**src/hdl/text_console_char_writer_assert.svh**
```systemverilog
// ----------------------------------------------------------------------------
// text_console_char_writer_assert
// Assertion macros shared by the console writer.
// ----------------------------------------------------------------------------
`ifndef TEXT_CONSOLE_CHAR_WRITER_ASSERT_SVH
`define TEXT_CONSOLE_CHAR_WRITER_ASSERT_SVH

// same-cycle implication
`define TCCW_ASSERT_IMPLY(label, clk, rst, ante, cons) \
   label: assert property (@(posedge clk) disable iff (rst) (ante) |-> (cons)) \
      else $error("tccw: check failed");

// next-cycle implication
`define TCCW_ASSERT_NEXT(label, clk, rst, ante, cons) \
   label: assert property (@(posedge clk) disable iff (rst) (ante) |=> (cons)) \
      else $error("tccw: check failed");

`endif

```
**src/hdl/tccw_pkg.sv**
```systemverilog
// ----------------------------------------------------------------------------
// tccw_pkg
// Types and constants of the text console character writer.
// ----------------------------------------------------------------------------
package tccw_pkg;

   localparam int COLUMNS_DEF = 80;
   localparam int ROWS_DEF    = 25;

   localparam int COL_W  = 7;
   localparam int ROW_W  = 5;
   localparam int POS_W  = 11;
   localparam int CHAR_W = 8;
   localparam int ATTR_W = 8;
   localparam int CELL_W = 16;

   localparam logic [CHAR_W-1:0] SPACE_CHAR   = 8'h20;
   localparam logic [CHAR_W-1:0] NEWLINE_CHAR = 8'h0a;
   localparam logic [3:0]        TEXT_RESET   = 4'd7;
   localparam logic [3:0]        BG_RESET     = 4'd0;

   typedef enum logic [1:0] {
      MODE_PRINT,
      MODE_SET_CURSOR,
      MODE_CLEAR,
      MODE_READ
   } mode_type;

   typedef enum logic [1:0] {
      ST_FILL,
      ST_IDLE,
      ST_RESULT
   } state_type;

   typedef enum logic {
      CSR_TEXT_COLOUR,
      CSR_BG_COLOUR
   } csr_index_type;

   typedef struct packed {
      logic              wr_en;
      logic              rd_en;
      logic              scroll;
      logic              home;
      logic [ROW_W-1:0]  row;
      logic [COL_W-1:0]  col;
      logic [CELL_W-1:0] wdata;
   } store_req_type;

endpackage

```
**src/hdl/tccw_ctrl.sv**
```systemverilog
// ----------------------------------------------------------------------------
// tccw_ctrl
// Command sequencer: cursor, fill sweeps and the result word register.
// ----------------------------------------------------------------------------
module tccw_ctrl #(
   parameter int COLUMNS = tccw_pkg::COLUMNS_DEF,
   parameter int ROWS    = tccw_pkg::ROWS_DEF
) (
   input  logic                          clock,
   input  logic                          reset,
   input  logic [3:0]                    text_colour,
   input  logic [3:0]                    bg_colour,
   input  logic                          req_tvalid,
   output logic                          req_tready,
   input  tccw_pkg::mode_type            req_mode,
   input  logic [tccw_pkg::CHAR_W-1:0]   req_char,
   input  logic [tccw_pkg::COL_W-1:0]    req_col,
   input  logic [tccw_pkg::ROW_W-1:0]    req_row,
   output tccw_pkg::store_req_type       store_req,
   input  logic [tccw_pkg::CELL_W-1:0]   store_rdata,
   output logic                          rsp_tvalid,
   input  logic                          rsp_tready,
   output logic [tccw_pkg::COL_W-1:0]    rsp_col,
   output logic [tccw_pkg::ROW_W-1:0]    rsp_row,
   output logic [tccw_pkg::POS_W-1:0]    rsp_pos,
   output logic                          rsp_scrolled,
   output logic [tccw_pkg::CHAR_W-1:0]   rsp_char,
   output logic [tccw_pkg::ATTR_W-1:0]   rsp_attr
);

   localparam int CW = tccw_pkg::COL_W;
   localparam int RW = tccw_pkg::ROW_W;
   localparam int PW = CW + RW + 1;
   localparam logic [CW:0]   COLS_S   = (CW+1)'(COLUMNS);
   localparam logic [RW:0]   ROWS_S   = (RW+1)'(ROWS);
   localparam logic [CW-1:0] LAST_COL = CW'(COLUMNS - 1);
   localparam logic [RW-1:0] LAST_ROW = RW'(ROWS - 1);
   localparam logic [PW-1:0] COLS_P   = PW'(COLUMNS);

   tccw_pkg::state_type state_ff, state_in;
   logic [CW-1:0]     cur_col_ff, cur_col_in;
   logic [RW-1:0]     cur_row_ff, cur_row_in;
   logic [CW-1:0]     fill_col_ff, fill_col_in;
   logic [RW-1:0]     fill_row_ff, fill_row_in;
   logic [tccw_pkg::ATTR_W-1:0] fill_attr_ff, fill_attr_in;
   logic              fill_pend_ff, fill_pend_in;
   logic              scrolled_ff, scrolled_in;
   logic              rd_hit_ff, rd_hit_in;
   logic              rsp_tvalid_ff;
   logic [CW-1:0]     rsp_col_ff;
   logic [RW-1:0]     rsp_row_ff;
   logic [tccw_pkg::POS_W-1:0]  rsp_pos_ff;
   logic              rsp_scrolled_ff;
   logic [tccw_pkg::CHAR_W-1:0] rsp_char_ff;
   logic [tccw_pkg::ATTR_W-1:0] rsp_attr_ff;

   logic              rsp_load;
   logic [CW:0]       col_inc;
   logic [CW:0]       col_next;
   logic [RW:0]       row_inc;
   logic              tgt_ok;
   logic              cur_ok;
   logic              is_nl;
   logic [tccw_pkg::ATTR_W-1:0] new_attr;
   logic [PW-1:0]     pos_full;

   assign pos_full = PW'(cur_row_ff) * COLS_P + PW'(cur_col_ff);

   always_comb begin
      state_in     = state_ff;
      cur_col_in   = cur_col_ff;
      cur_row_in   = cur_row_ff;
      fill_col_in  = fill_col_ff;
      fill_row_in  = fill_row_ff;
      fill_attr_in = fill_attr_ff;
      fill_pend_in = fill_pend_ff;
      scrolled_in  = scrolled_ff;
      rd_hit_in    = rd_hit_ff;
      store_req    = '0;
      rsp_load     = 1'b0;
      col_inc  = {1'b0, cur_col_ff} + 1'b1;
      row_inc  = {1'b0, cur_row_ff} + 1'b1;
      new_attr = {bg_colour, text_colour};
      tgt_ok   = ({1'b0, req_col} < COLS_S) && ({1'b0, req_row} < ROWS_S);
      cur_ok   = ({1'b0, cur_col_ff} < COLS_S) && ({1'b0, cur_row_ff} < ROWS_S);
      is_nl    = (req_char == tccw_pkg::NEWLINE_CHAR);
      col_next = is_nl ? {1'b0, cur_col_ff} : col_inc;

      case (state_ff)
         tccw_pkg::ST_FILL: begin
            store_req.wr_en = 1'b1;
            store_req.row   = fill_row_ff;
            store_req.col   = fill_col_ff;
            store_req.wdata = {fill_attr_ff, tccw_pkg::SPACE_CHAR};
            if (fill_col_ff == LAST_COL) begin
               fill_col_in = '0;
               if (fill_row_ff == LAST_ROW) begin
                  fill_pend_in = 1'b0;
                  state_in     = tccw_pkg::ST_IDLE;
               end else begin
                  fill_row_in = fill_row_ff + 1'b1;
               end
            end else begin
               fill_col_in = fill_col_ff + 1'b1;
            end
         end
         tccw_pkg::ST_IDLE: begin
            if (req_tvalid) begin
               state_in     = tccw_pkg::ST_RESULT;
               scrolled_in  = 1'b0;
               rd_hit_in    = 1'b0;
               fill_pend_in = 1'b0;
               fill_attr_in = new_attr;
               fill_col_in  = '0;
               case (req_mode)
                  tccw_pkg::MODE_PRINT: begin
                     if (!cur_ok) begin
                        cur_col_in = '0;
                        cur_row_in = '0;
                     end else begin
                        store_req.wr_en = !is_nl;
                        store_req.row   = cur_row_ff;
                        store_req.col   = cur_col_ff;
                        store_req.wdata = {new_attr, req_char};
                        if (is_nl || (col_next >= COLS_S)) begin
                           cur_col_in = '0;
                           if (row_inc >= ROWS_S) begin
                              cur_row_in       = LAST_ROW;
                              scrolled_in      = 1'b1;
                              fill_pend_in     = 1'b1;
                              fill_row_in      = LAST_ROW;
                              store_req.scroll = 1'b1;
                           end else begin
                              cur_row_in = row_inc[RW-1:0];
                           end
                        end else begin
                           cur_col_in = col_next[CW-1:0];
                        end
                     end
                  end
                  tccw_pkg::MODE_SET_CURSOR: begin
                     if (tgt_ok) begin
                        cur_col_in = req_col;
                        cur_row_in = req_row;
                     end
                  end
                  tccw_pkg::MODE_CLEAR: begin
                     cur_col_in     = '0;
                     cur_row_in     = '0;
                     store_req.home = 1'b1;
                     fill_pend_in   = 1'b1;
                     fill_row_in    = '0;
                  end
                  tccw_pkg::MODE_READ: begin
                     store_req.rd_en = tgt_ok;
                     store_req.row   = req_row;
                     store_req.col   = req_col;
                     rd_hit_in       = tgt_ok;
                  end
                  default: begin
                  end
               endcase
            end
         end
         tccw_pkg::ST_RESULT: begin
            if (!rsp_tvalid_ff || rsp_tready) begin
               rsp_load = 1'b1;
               state_in = fill_pend_ff ? tccw_pkg::ST_FILL : tccw_pkg::ST_IDLE;
            end
         end
         default: begin
            state_in = tccw_pkg::ST_IDLE;
         end
      endcase
   end

   always_ff @(posedge clock) begin
      if (reset) begin
         state_ff      <= tccw_pkg::ST_FILL;
         cur_col_ff    <= '0;
         cur_row_ff    <= '0;
         fill_col_ff   <= '0;
         fill_row_ff   <= '0;
         fill_attr_ff  <= {tccw_pkg::BG_RESET, tccw_pkg::TEXT_RESET};
         fill_pend_ff  <= 1'b0;
         rsp_tvalid_ff <= 1'b0;
      end else begin
         state_ff      <= state_in;
         cur_col_ff    <= cur_col_in;
         cur_row_ff    <= cur_row_in;
         fill_col_ff   <= fill_col_in;
         fill_row_ff   <= fill_row_in;
         fill_attr_ff  <= fill_attr_in;
         fill_pend_ff  <= fill_pend_in;
         if (rsp_load) begin
            rsp_tvalid_ff <= 1'b1;
         end else if (rsp_tready) begin
            rsp_tvalid_ff <= 1'b0;
         end
      end
   end

   always_ff @(posedge clock) begin
      scrolled_ff <= scrolled_in;
      rd_hit_ff   <= rd_hit_in;
      if (rsp_load) begin
         rsp_col_ff      <= cur_col_ff;
         rsp_row_ff      <= cur_row_ff;
         rsp_pos_ff      <= pos_full[tccw_pkg::POS_W-1:0];
         rsp_scrolled_ff <= scrolled_ff;
         rsp_char_ff     <= rd_hit_ff ? store_rdata[tccw_pkg::CHAR_W-1:0] : '0;
         rsp_attr_ff     <= rd_hit_ff ? store_rdata[tccw_pkg::CELL_W-1:tccw_pkg::CHAR_W]
                                      : '0;
      end
   end

   assign req_tready   = (state_ff == tccw_pkg::ST_IDLE);
   assign rsp_tvalid   = rsp_tvalid_ff;
   assign rsp_col      = rsp_col_ff;
   assign rsp_row      = rsp_row_ff;
   assign rsp_pos      = rsp_pos_ff;
   assign rsp_scrolled = rsp_scrolled_ff;
   assign rsp_char     = rsp_char_ff;
   assign rsp_attr     = rsp_attr_ff;

endmodule

```
**config.mk**
```make
export PLATFORM = sky130hd
export DESIGN_NAME = tccw_ctrl
export DESIGN_NICKNAME = d
export VERILOG_FILES = /design/src/hdl/text_console_char_writer_assert.svh /design/src/hdl/tccw_pkg.sv /design/src/hdl/tccw_ctrl.sv
export SDC_FILE = /design/constraint.sdc
export NUM_CORES = 1
export LEC_CHECK = 0
export ABC_AREA = 1
export BUFFER_PORTS_ARGS = -buffer_cell sky130_fd_sc_hd__buf_2
export CORE_ASPECT_RATIO = 2
export CORE_UTILIZATION = 56
export DETAILED_ROUTE_END_ITERATION = 10
export PLACE_DENSITY = 0.95
export SYNTH_ARGS = -nofsm -noshare
export SYNTH_HDL_FRONTEND = slang
export SYNTH_SLANG_ARGS = --single-unit
```
**constraint.sdc**
```tcl
create_clock -name clock -period 11 [get_ports clock]
set_input_delay 1.65 -clock clock [delete_from_list [all_inputs] [get_ports clock]]
set_output_delay 1.65 -clock clock [all_outputs]
set_load 0.01 [all_outputs]
```
* Word level (Yosys, flattened, before mapping)
Cells that the tools add are included.
** Word-level totals
- Register bits :: 78
- Input bits :: 50
- Output and inout port bits :: 74
** Operators by class
- $add $sub $neg :: 5
- Multipliers :: 1
- Order comparisons :: 6
- Eq/ne operators :: 19
- Muxes and demuxes :: 51
- Reductions and logical operators :: 18
** Operators with widths (number)
- $pmux W28 S2 :: 1
- $mux W5 :: 10
- $mux W7 :: 5
- $mux W32 :: 1
- $mux W28 :: 1
- $pmux W12 S2 :: 1
- $pmux W7 S3 :: 1
- $pmux W5 S2 :: 2
- $mux W1 :: 16
- $mux W16 :: 1
- $pmux W5 S3 :: 1
- $lt A7 B7 Y1 const B :: 2
- $pmux W7 S2 :: 1
- $ne A2 B2 Y1 const B :: 6
- $ne A3 B3 Y1 const B :: 4
- $reduce_and A4 Y1 :: 3
- $add A11 B7 Y11 :: 1
- $lt A5 B5 Y1 const B :: 2
- $add A7 B1 Y8 const B :: 1
- $eq A8 B4 Y1 const B :: 1
- $ge A8 B7 Y1 const B :: 1
- $mux W2 :: 4
- $mux W8 :: 1
- $reduce_and A8 Y1 :: 1
- 21 further kinds :: 32

* Longest topological paths before layout
- Depth in word-level cells :: 9
- Gate-level depth with buffers :: 15
- Gate-level depth less buffers :: 15

* Least setup slack after synthesis
OpenSTA, ideal clock, no wires.
- Path type :: input port to flip-flop
- Start point :: input port rsp_tready
- End point :: register rsp_attr_ff, in the netlist rsp_attr[0] (enable)
- Setup time :: 0.474 ns
- Arrival :: 4.171 ns
- Required time :: 10.526 ns
- Path slack :: 6.354 ns
- Cell stages on the path :: 2
- Buffers on the path :: 0
- Cell sequence :: nor2_1 -> nor3_1
** On the way
- Longest elaborated chain between the ends :: 3
** Ends and longest elaborated chain
- start, declared :: RTL line tccw_ctrl.sv:22 : input logic rsp_tready,
- $logic_or A1 B1 Y1 :: RTL line tccw_ctrl.sv:166 : if (!rsp_tvalid_ff || rsp_tready) begin
- $mux W1 :: RTL line tccw_ctrl.sv:166
- $mux W1 :: RTL line tccw_ctrl.sv:89 : case (state_ff)
- via rsp_load :: RTL line tccw_ctrl.sv:57 : logic rsp_load;
- end signal, assigned :: RTL line tccw_ctrl.sv:212 : rsp_attr_ff <= rd_hit_ff ? store_rdata[tccw_pkg::CELL_W-1:tccw_pkg::CHAR_W]
- end, declared :: RTL line tccw_ctrl.sv:55 : logic [tccw_pkg::ATTR_W-1:0] rsp_attr_ff;
The timed path passes the listed nets, and every way through them passes these cells.
A chain may end at the register's enable or synchronous reset.

==> flow_summary.toml <==
[final_layout]
finish.utilization = 0.707
final_area_um2 = 5140
nets = 722
antenna_cells = 0
syn_to_final_growth_pct = 22.2
final_layout_size_suffix_gt1_frac = 0.240

[timing]
drv_slew = 0
finalCritPeriodShare = 0.468
clock-skew-final_ns = 0.00688
finalHoldViolCount = 0
max_freq_mhz = 194
rsz0062_at_grt = "no"
tightest_slew_ns = 0.891
finalCriticalPeriod_ns = 5.15
fin_tns_setup_ns = 0
setup_viol = 0
fin_ws_ns = 5.85
slew_headroom = 0.404

[power]
seqPwrFrac = 0.491
intPower_mw = 0.460
p_switching_mw = 0.130
p_leak_nw = 2.49
cellPowerDensity_nw_per_um2 = 115
swShare = 0.221
p_total_mw = 0.590
vdd_drop_max_v = 0.0000919
clkPwrFrac = 0.452
combinationalPowerShare = 0.057

[placed_design]
postPlaceCellArea_um2 = 4860
post-dp-hpwl_mm = 8.74
port_buffers = 123
pre_cts_slack_ns = 5.91
gp_congestion = 0.936

[route]
drt_iter0_markers = 349
postRouteAntennaNets = 0
viasPerCell = 5.56
drt_wl_total_mm = 11.5
drcViolationCount = 0
maxUsedRoutingLayer = "met4"
via_count = 4155
drt-pass1-iter-count = 5
wl_met2_mm = 6.30
met3_length_um = 586
met1Wirelength_mm = 4.09
wire_per_inst_um = 15.4

[synth]
synthArstFlopShare = 0
synth_common_cells = "nand2_1 (124), inv_1 (74), a21oi_1 (43), edfxtp_1 (38)"
synth_ff_type = "edfxtp_1"
yosysTopAreaCell = "edfxtp_1"
postSynthCellCount = 530
yosysWarningCount = 0
yosysMostFrequentCell = "nand2_1"
synth_edf_count = 38
ys_seq_area_frac = 0.443
synth-seq-cells = 74
netlist_area_um2 = 4200
synth_top_area_frac = 0.272
synth_area_leaders = "edfxtp_1 (27%), dfxtp_1 (17%), nand2_1 (11%), inv_1 (6.6%), ha_1 (6.0%)"
synth_area_per_cell_um2 = 7.93
synth_cell_types = 40
synthesis.nets = 602

[floorplan]
io_pins = 124
die-area_um2 = 7870
die_y_um = 124
initial_utilization = 0.578
rows = 44
die_x_um = 63.3
coreArea_um2 = 7270

[critical_path]
crit_slowest_cell = "nor2_1"
critPathKind = "in2out"
cp_max_fo = 15
arrival_ns = 3.50
path_cells = "buf_2 > inv_1 > nor2_4 > inv_2 > nor2_1 > nand2_1 > o21ai_0 > buf_2"
crit_path_frequent_cell = "buf_2"
crit_path_max_incr_delay_ns = 0.72
endpoint_kind = "output port"
critPathLaunchType = "input pin"
crit_required_ns = 9.35

[clock_network]
clock_latency_ns = 0.34
clkTransAtPathRegs_ns = 0.06
ctsResizeCount = 0
postCtsSetupRepairBufs = 0
cts_tree = "built"
holdBufCountCts = 0
clockBufferDepth = 2
cts_sinks = 74
htreeDepth = 3
clockRootBuffer = "clkbuf_16"
numCtsBuffers = 9

[global_route]
grt_pass1_vias = 4006
antenna_found_initial = 0
gr-total-overflow = 0
grt_first_pass_wirelength_mm = 18.3
grt_max_degree = 37
grt_use_total = 0.300

[flow_run]
maxCapViolCount = 0

[worst_hold_path]
worstHoldPathType = "reg2reg"

[outcome]
status = "finished clean"
cell families (layout without fill, tap and decap cells):
kind of cell               count (synthesis)  count (layout)  synth area share
AOI/OAI and AO/OA                        113             113             0.154
xor gates and xnor gates                  12              12            0.0250
and+or+nand+nor                          214             214             0.218
adders and majority gates                 22              22            0.0691
buffers and inverters                     95             220            0.0905
DFF                                       74              74             0.443
through the flow:
step,instances,hold WS [ns]
floorplan,530,0.400
global placement,731,0.423
detailed placement,731,0.439
CTS,747,0.443
global route,747,0.450
finish,747,0.439
cells in the final DEF, fill, tap and decap left out, types with 2 or more instances in the layout:
cell type	instances
nor3_2	2
inv_2	3
a22oi_1	3
o31ai_1	2
a221oi_1	2
ha_1	20
fa_1	2
a31oi_1	5
nor2_2	4
a21oi_1	43
o21ai_1	9
clkbuf_16	9
edfxtp_1	38
clkinv_1	5
nor3b_1	2
nand2_2	8
nor2_1	36
a32o_1	3
nor3_1	6
inv_1	74
dfxtp_1	36
nand3_1	28
o22ai_1	6
buf_2	123
a22o_1	2
xor2_1	11
nand2_1	124
o21ai_0	33
power groups by stage:
| stage | Combinational (mW) | Clock (mW) | Sequential [mW] |
|---|---|---|---|
| final | 0.0336 | 0.267 | 0.290 |
| after global routing | 0.0367 | 0.280 | 0.290 |
| after CTS | 0.0333 | 0.267 | 0.290 |
| after detailed placement | 0.0330 | 0 | 0.296 |
| after global placement | 0.0325 | 0 | 0.296 |
| after floorplan | 0.0176 | 0 | 0.296 |
layout make-up:
| cell class | count | area (µm²) |
|---|---|---|
| Fill cell | 603 | 2130 |
| Multi-Input combinational cell | 361 | 1960 |
| Sequential cell | 74 | 1860 |
| Timing Repair Buffer | 124 | 623 |
| Inverter | 80 | 300 |
| Clock buffer | 11 | 243 |
| Tap cell | 92 | 115 |
| Clock inverter | 5 | 28.8 |
worst paths after layout:
path                             startpoint       endpoint  slack (ns)  depth (start not counted)
worst min-delay path            scrolled_ff   rsp_scrolled        0.44                          0
worst max-delay path             req_tvalid  store_req[21]        5.85                          8
worst max register to register  state_ff[0]  cur_col_ff[5]        8.49                          7
worst min register to register  scrolled_ff   rsp_scrolled        0.44                          0
registers in the layout, indices dropped and copies added, names as in the netlist:
signal	cells
fill_attr_ff	8
rsp_attr	8
rsp_char	8
cur_col_ff	7
fill_col_ff	7
rsp_col	7
rsp_pos	7
cur_row_ff	5
fill_row_ff	5
rsp_row	5
state_ff	2
fill_pend_ff	1
rd_hit_ff	1
rsp_scrolled	1
rsp_tvalid	1
scrolled_ff	1
routing by layer:
metal	vias up	global-route usage
li1	1988	-
met1	1908	0.290
met2	203	0.565
met3	56	0.0540
met4	0	0.176
met5	-	0
worst max-delay path: cells and delay by family:
kind,cells,cell delay [ns]
buffers and inverters,4,0.54
AO/OA/AOI/OAI,1,0.11
AND/OR/NAND/NOR,3,1.18
No activity file was read; power rests on OpenSTA's default activity.
